## src/hdl/cfa_pkg.sv

```systemverilog
`default_nettype none
package cfa_pkg;

   // operation codes
   localparam logic [3:0] FN_MUL = 4'd0;
   localparam logic [3:0] FN_DIV = 4'd1;
   localparam logic [3:0] FN_MOD = 4'd2;
   localparam logic [3:0] FN_ADD = 4'd3;
   localparam logic [3:0] FN_SUB = 4'd4;
   localparam logic [3:0] FN_SHL = 4'd5;
   localparam logic [3:0] FN_SHR = 4'd6;
   localparam logic [3:0] FN_LT  = 4'd7;
   localparam logic [3:0] FN_GT  = 4'd8;
   localparam logic [3:0] FN_LE  = 4'd9;
   localparam logic [3:0] FN_GE  = 4'd10;
   localparam logic [3:0] FN_EQ  = 4'd11;
   localparam logic [3:0] FN_NE  = 4'd12;
   localparam logic [3:0] FN_AND = 4'd13;
   localparam logic [3:0] FN_OR  = 4'd14;
   localparam logic [3:0] FN_XOR = 4'd15;

   // per-request control that travels down the pipe
   typedef struct packed {
      logic [3:0] func;
      logic       uns;
      logic       ptr;
      logic [3:0] size;
      logic       dz;
      logic       neg_q;
      logic       neg_r;
   } cfa_ctl_type;

endpackage
`default_nettype wire

```

## src/hdl/cfa_div_step.sv

```systemverilog
`default_nettype none
module cfa_div_step import cfa_pkg::*; #(
   parameter int W  = 64,
   parameter int SB = 192
) (
   input  wire logic          clock,
   input  wire logic          reset,
   input  wire logic          en,
   input  wire logic          in_valid,
   input  wire cfa_ctl_type   in_ctl,
   input  wire logic [W-1:0]  in_rem,
   input  wire logic [W-1:0]  in_num,
   input  wire logic [W-1:0]  in_den,
   input  wire logic [SB-1:0] in_side,
   output logic               out_valid,
   output cfa_ctl_type        out_ctl,
   output logic [W-1:0]       out_rem,
   output logic [W-1:0]       out_num,
   output logic [W-1:0]       out_den,
   output logic [SB-1:0]      out_side
);
   logic              valid_ff;
   cfa_ctl_type       ctl_ff;
   logic [W-1:0]      rem_ff, rem_in, num_ff, num_in, den_ff;
   logic [SB-1:0]     side_ff;
   logic [W:0]        trial, diff;
   logic              fits;

   // one restoring step: the quotient bit shifts in as the dividend shifts out
   always_comb begin
      trial  = {in_rem, in_num[W-1]};
      diff   = trial - {1'b0, in_den};
      fits   = !diff[W];
      rem_in = fits ? diff[W-1:0] : trial[W-1:0];
      num_in = {in_num[W-2:0], fits};
   end

   always_ff @(posedge clock) begin
      if (reset) begin
         valid_ff <= 1'b0;
      end else if (en) begin
         valid_ff <= in_valid;
      end
      if (en) begin
         ctl_ff  <= in_ctl;
         rem_ff  <= rem_in;
         num_ff  <= num_in;
         den_ff  <= in_den;
         side_ff <= in_side;
      end
   end

   assign out_valid = valid_ff;
   assign out_ctl   = ctl_ff;
   assign out_rem   = rem_ff;
   assign out_num   = num_ff;
   assign out_den   = den_ff;
   assign out_side  = side_ff;
endmodule
`default_nettype wire

```

## config.mk

```make
export PLATFORM = sky130hd
export DESIGN_NAME = cfa_div_step
export DESIGN_NICKNAME = d
export VERILOG_FILES = /design/src/hdl/cfa_pkg.sv /design/src/hdl/cfa_div_step.sv
export SDC_FILE = /design/constraint.sdc
export NUM_CORES = 1
export LEC_CHECK = 0
export BUFFER_PORTS_ARGS = -buffer_cell sky130_fd_sc_hd__buf_2
export CORE_AREA = 2 2 315 317
export CTS_BUF_LIST = sky130_fd_sc_hd__clkbuf_4 sky130_fd_sc_hd__clkbuf_8
export DETAILED_ROUTE_END_ITERATION = 10
export DIE_AREA = 0 0 317 319
export MAX_ROUTING_LAYER = met4
export REMOVE_ABC_BUFFERS = 1
export SLEW_MARGIN = 15
export SYNTH_ARGS = -nofsm -noshare
export SYNTH_HDL_FRONTEND = slang
export SYNTH_SLANG_ARGS = --single-unit
```

## constraint.sdc

```tcl
create_clock -name clock -period 4.9 [get_ports clock]
set_clock_uncertainty 0.15 [all_clocks]
set_input_delay 0.735 -clock clock [delete_from_list [all_inputs] [get_ports clock]]
set_output_delay 0.735 -clock clock [all_outputs]
set_load 0.03 [all_outputs]
```

# Word-level counts from Yosys, hierarchy flattened
# Index checks and enable logic that the tools add are counted.
# op_classes
addsub,1
shift,0
magnitude_cmp,0
mux,1
n_reduce_logical,1
n_div,0
n_bitwise,0
eq_ne,0
mul,0
# op_table
cell,n
65-bit by 64-bit subtractor with 65-bit output,1
64-bit two-way mux,1
1-bit logical NOT,1
# totals
inputBits,401
ff_bits,398
memories,0
rom_bits,0
word_cells,15
ramBits,0
latchBits,0

# Logic depth before layout (Yosys ltp)
# Gate-level depths: netlist (run 1).
# depth
depth_word,2
ltp_mapped,14
depth_no_buf,13

# Least setup slack after synthesis (run 1)
# No wires, ideal clock.
# synth_timing
kind,input to register
start,input port in_den[27]
end,"register rem_ff[53], in the netlist out_rem[53] (data pin)"
t_arrival_ns,3.557
setup_ns,0.262
slack_ns,0.931
stages,14
t_required_ns,4.488
path_cell_list,inv_1 > ha_1 > buf_2 > nand4_1 > or4_1 > or3_1 > o32a_1 > a21oi_2 > o21ai_1 > and2_4 > o211a_4 > inv_6 > buf_6 > mux2_1
# synth_via
elab_chain_cells,2
# synth_rtl
element,line_no,text
start: declaration,cfa_div_step.sv:13,"input wire logic [W-1:0] in_den,"
65-bit by 64-bit subtractor with 65-bit output,cfa_div_step.sv:32,"diff = trial - {1'b0, in_den};"
64-bit two-way mux,cfa_div_step.sv:34,rem_in = fits ? diff[W-1:0] : trial[W-1:0];
via rem_in[53],cfa_div_step.sv:24,"logic [W-1:0] rem_ff, rem_in, num_ff, num_in, den_ff;"
end signal: assignment,cfa_div_step.sv:46,rem_ff <= rem_in;
end: declaration,cfa_div_step.sv:24,
# The timed path passes the listed nets, and every way through them passes these cells.
# A chain may end at the register's enable or synchronous reset.

# Worst setup path in the final report (run 1)
# layout_timing
start,input port in_den[24]
end,"register rem_ff[9], in the netlist out_rem[9] (data pin)"
# The elaborated chain is that of the path after synthesis.

==> impl_metrics.ini, run 1 <==
[run_status]
status = complete, no violations

[die]
die_area_um2 = 101000
rows = 115
core_area_um2 = 97700
initial_core_util_pct = 17.4
die_w_um = 317
pin_count = 799
fp.dieH_um = 319

[logic_synthesis]
ys_ff_latch = 398
netlist.area_leader.share_pct = 70.0
syn_inst = 1139
netlist_top_cells_area = edfxtp_1 70%, ha_1 4.7%, mux2_1 3.6%, a21oi_1 2.2%, inv_1 1.9%
syn_area_um2 = 17000
ys_seq_area_share_pct = 70.1
synth_edf_count = 397
ys_async_sr_fraction_pct = 0
synthFlopType = edfxtp_1
syn_avg_cell_area_um2 = 15.0
yosys_warnings = 0
synth_cell_types = 75
yosys.area.top_type = edfxtp_1

[placed_design]
hpwl_um = 72700
portBuffers = 798
globalplace.congestion = 0.906

[final_layout]
register_area_um2 = 11900
final_cell_mix = 797 x buf_2, 397 x edfxtp_1, 280 x dlygate4sd3_1
utilization_pct = 28.0
area_growth_pct = 60.8
nets = 2759
nFillCells = 10200
multi_input_area_um2 = 4610
drive_gt1_share_pct = 41.0
layout_commonest_cell = buf_2

[clock_tree]
numCtsBuffers = 82
clk_pin_slew_ns = 0.05
cts_tree = done
clockBufferDepth = 3
postCtsSetupBuffers = 0
clock-sinks = 398
insertion_delay_ns = 0.71
htreeDepth = 3
cts-root-buf = clkbuf_8

[setup_path]
max_stage_delay_ns = 0.63
crit_path_end_kind = flop
critical_path.top_delay_family = simple AND/OR/NAND/NOR gates
path_buf_inv = 5
worstSetupStartpointType = input port
cp_max_fo = 16
r2r_end = out_valid
worst_r2r_path_depth = 2
rrSetupSlack_ns = 4.16
path_class = input port to flop
crit_chain = dlygate4sd3_1, buf_2, inv_1, ha_1, nand4_1, or4_1, or3_1, o32a_1, a21oi_4, o21ai_1, and2_4, o211a_4, inv_6, buf_12, mux2_1
worstPathArrival_ns = 4.93
crit_slowest_cell = or4_1
cp_data_required_time_ns = 5.17
rr_startpoint = out_valid

[grt]
grtUsageMet3_pct = 9.38
grt.busiest_layer = met2
gr-usage-all-layers_pct = 17.5
grt_pass1_vias = 14700
met2_usage_pct = 26.9
met1_usage_pct = 18.4
grt_max_degree = 114
grt_overflow_total = 0
antenna_found_initial = 61
grt_pass1_wl_um = 117000

[pwr]
intPower_w = 0.00710
swShare_pct = 32.2
seqPwrFrac_pct = 40.3
p_per_area_nw_per_um2 = 382
leakagePower_nw = 11.7
p_switching_w = 0.00337
vdd_drop_max_v = 0.000158
pwr-share-comb_pct = 23.3
power_w = 0.0105
clock_power_share_pct = 36.4

[detailed_routing]
drt-initial-drc-count = 956
antenna_left = 0
routed_wl_um = 90100
dr_total_vias = 14800
wl_per_cell_um = 24.5
vias_per_cell = 4.00
remaining_drc_errors = 0
first_pass_iters = 5

[sta]
rsz0062_at_grt = false
tns_ns = 0
min_period_over_period_pct = 95.2
fin_crit_ns = 4.66
report.final.slew_viol_count = 0
max_slew.worst_pin.slew_ns = 1.02
hold_violations = 0
max_freq_mhz = 214
slew_headroom_pct = 32.2
setup_viol = 0

[worst_hold_path]
min_to = out_side[33]
hold_class = input port to flop
worstHoldStart = in_side[33]
hold_path_depth = 1

[flow_run]
maxCapViolCount = 0
==> kinds of logic (layout without fill, tap and decap cells) <==
family,count (synthesis),count (layout),share of synthesized area (%)
flops,398,398,70.1
compound gates,240,240,9.29
simple gates,196,196,5.73
buf+inv,119,1336,2.93
fa+ha+maj,65,65,4.82
mux,64,64,4.22
xor+xnor,57,57,2.93
other cells,0,43,0
==> registers in the layout, indices dropped and copies added, names as in the netlist <==
name	count
out_den	64
out_valid	1
out_rem	64
out_ctl	13
out_num	64
out_side	192
==> how the worst max path moves through the flow <==
stage                     depth (start not counted)     endpoint  slack [ns]       start
final                                            15   out_rem[9]        0.24  in_den[24]
after floorplan                                  12  out_rem[45]        0.77  in_den[27]
after CTS                                        15  out_rem[53]        0.21  in_den[24]
after detailed placement                         14  out_rem[18]        0.10  in_den[24]
after global routing                             15   out_rem[9]        0.05  in_den[24]
after global placement                           14  out_rem[22]        0.12  in_den[24]
==> metal layers <==
layer | wire, um | share of wire (%)
met5 | 0 | 0
met4 | 3810 | 4.2
met3 | 11100 | 12
met2 | 40800 | 45
met1 | 34500 | 38
==> through the flow <==
| step | hold WS, ns | cell area, um2 | instances | setup slack [ns] |
|---|---|---|---|---|
| 2_1_floorplan | 0.480 | 16900 | 1106 | 0.771 |
| 4_1_cts | 0.000146 | 27300 | 3643 | 0.209 |
| 3_3_place_gp | 0.347 | 22800 | 3216 | 0.121 |
| 3_5_place_dp | 0.356 | 22800 | 3216 | 0.100 |
| 6_report | 0.0932 | 27400 | 3686 | 0.237 |
| 5_1_grt | 0.0357 | 27400 | 3681 | 0.0476 |
==> synthesized netlist by cell type, types with 15 or more instances <==
| master | instances |
|---|---|
| mux2_1 | 54 |
| edfxtp_1 | 397 |
| xnor2_1 | 34 |
| inv_1 | 85 |
| o21bai_1 | 15 |
| ha_1 | 64 |
| o21ai_1 | 15 |
| o21ai_0 | 23 |
| a21oi_1 | 76 |
| nand4_1 | 20 |
| nor2_1 | 41 |
| nand2_1 | 62 |
| clkbuf_1 | 24 |
| xor2_1 | 23 |
| a21o_1 | 32 |
==> what timing repair did <==
action | 4_1_cts | 5_1_grt
endpoints found under the setup margin | 0 | 9
hold buffers | 280 | 0
endpoints found under the hold margin | 280 | 0
gates resized for setup | 0 | 1
==> power by group through the flow <==
stage	Sequential, W	Clock [W]	Combinational (W)
6_report	0.00422	0.00381	0.00244
5_1_grt	0.00425	0.00411	0.00258
4_1_cts	0.00422	0.00397	0.00247
3_5_place_dp	0.00428	0	0.00225
3_3_place_gp	0.00428	0	0.00224
2_1_floorplan	0.00495	0	0.000592
==> area by class of cell <==
cell class                 count  share of cell area (%)
sequential                   398                    43.6
timing repair buffer        1103                    25.9
multi-input combinational    622                    16.8
tap                         1287                    5.88
clock buffer                  98                    4.60
clock inverter                49                    1.67
inverter                      86                    1.20
antenna                       43                   0.393
Power figures use the tool's default switching activity.
==> run 2: changes to the inputs <==
BUFFER_PORTS_ARGS = not set   (was -buffer_cell sky130_fd_sc_hd__buf_2)
CORE_AREA = 2 2 311 313   (was 2 2 315 317)
DIE_AREA = 0 0 313 315   (was 0 0 317 319)
DONT_BUFFER_PORTS = 1   (was not set)
==> impl_metrics.ini, run 2 (same netlist as run 1, synthesis figures left out) <==
[sta]
report.final.slew_viol_count = 0
fin_crit_ns = 4.09
max_freq_mhz = 244
min_period_over_period_pct = 83.5
max_slew.worst_pin.slew_ns = 1.31
fin_hold_ws_ns = 0.101
setup_viol = 0
tns_ns = 0
slew_headroom_pct = 12.5
setup_ws_ns = 0.809
rsz0062_at_grt = false
hold_violations = 0

[flow_run]
maxCapViolCount = 0

[clock_tree]
postCtsSetupBuffers = 0
clock-sinks = 398
clk_pin_slew_ns = 0.07
numCtsBuffers = 77
insertion_delay_ns = 0.70
cts_tree = done
clockBufferDepth = 3
cts-root-buf = clkbuf_8
cts_resized = 0
htreeDepth = 3

[setup_path]
worstPathArrival_ns = 4.36
cp_max_fo = 26
crit_slowest_cell = or4_1
path_class = input port to flop
cp_data_required_time_ns = 5.17
max_stage_delay_ns = 0.66
crit_chain = inv_1, ha_1, nand4_1, or4_1, or3_1, o32a_1, a21oi_2, o21ai_1, and2_4, o211a_4, inv_6, buf_12, mux2_1
worstSetupStartpointType = input port
crit_path_end_kind = flop

[final_layout]
utilization_pct = 25.1
largest_reg_flops = 192
design_area_um2 = 24000
drive_gt1_share_pct = 9.85
layout_commonest_cell = edfxtp_1
multi_input_area_um2 = 4600
nets = 2023
register_area_um2 = 11900
area_growth_pct = 40.9
nFillCells = 10000
final_cell_mix = 397 x edfxtp_1, 354 x dlygate4sd3_1, 85 x inv_1

[detailed_routing]
routed_wl_um = 91200
remaining_drc_errors = 0
first_pass_iters = 5
wl_per_cell_um = 31.4
drt-initial-drc-count = 835
vias_per_cell = 4.20
antenna_left = 0
dr_total_vias = 12200

[run_status]
status = complete, no violations

[die]
initial_core_util_pct = 17.8
pin_count = 799
fp.dieH_um = 315
die_area_um2 = 98600
rows = 114
die_w_um = 313
core_area_um2 = 95700

[pwr]
vdd_drop_max_v = 0.000178
p_per_area_nw_per_um2 = 428
pwr-share-comb_pct = 11.3
p_switching_w = 0.00320
intPower_w = 0.00708
clock_power_share_pct = 38.9
seqPwrFrac_pct = 49.8
leakagePower_nw = 8.80
swShare_pct = 31.1

[grt]
grt_max_degree = 293
grt_pass1_wl_um = 116000
grt_pass1_vias = 12300
gr-usage-all-layers_pct = 18.1
antenna_found_initial = 24
grt_overflow_total = 0

[worst_hold_path]
hold_class = input port to flop

[placed_design]
portBuffers = 0
dpl_cell_area_um2 = 18600
hpwl_um = 70400
globalplace.congestion = 0.825
dp_slack_ns = 0.0965
==> run 2: changes by cell type in the layout (fill, tap and decap cells not counted), moves of 3 or more <==
cell,delta
diode_2,-26
dlygate4sd3_1,+74
clkinv_2,-4
bufinv_16,+6
buf_4,-3
buf_12,-5
buf_2,-797
clkbuf_8,-5
clkinv_1,-10
==> run 2: critical path: cells and delay by family <==
family	cells	cell delay, ns
muxes	1	0.35
and+or+nand+nor	4	1.49
adders and majority gates	1	0.37
buffers and inverters	3	0.40
AOI/OAI and AO/OA	4	0.94
==> run 2: cell type report <==
type                       count  share of cell area, %
timing repair buffer         372                   15.5
sequential                   398                   49.7
antenna                       17                  0.177
tap                         1276                   6.65
inverter                      86                   1.37
clock buffer                  93                   4.97
multi-input combinational    622                   19.1
clock inverter                43                   2.45
==> run 2: what timing repair did <==
action	CTS	global route
endpoints found under the hold margin	431	0
endpoints found under the setup margin	0	0
hold buffers	355	0
==> run 2: worst paths after layout <==
path	slack (ns)	to	depth (start not counted)	startpoint
setup / recovery	0.81	out_rem[8]	13	in_den[24]
hold / removal	0.10	out_rem[32]	1	in_rem[31]
setup reg to reg	3.35	out_valid	3	out_valid
hold reg to reg	1.10	out_valid	3	out_valid
==> run 2: through the flow <==
step | total power [W] | instances
6_report | 0.0103 | 2907
2_1_floorplan | 0.00554 | 1106
4_1_cts | 0.0104 | 2890
3_3_place_gp | 0.00607 | 2399
5_1_grt | 0.0107 | 2904
3_5_place_dp | 0.00606 | 2399
==> run 2: per-layer routing <==
metal / vias to the layer above / global-route usage [%] / routed length [um]
met5: - / - / 0
met4: 0 / 5.20 / 2280
met3: 109 / 7.21 / 9310
met2: 697 / 28.3 / 42600
met1: 6228 / 21.5 / 37000
li1: 5186 / - / -
==> run 2: power groups by stage <==
stage	Sequential [W]	Clock, W	Combinational (W)
after floorplan	0.00495	0	0.000592
after global placement	0.00521	0	0.000856
after detailed placement	0.00520	0	0.000865
after CTS	0.00514	0.00414	0.00117
after global routing	0.00514	0.00427	0.00126
final	0.00512	0.00399	0.00116
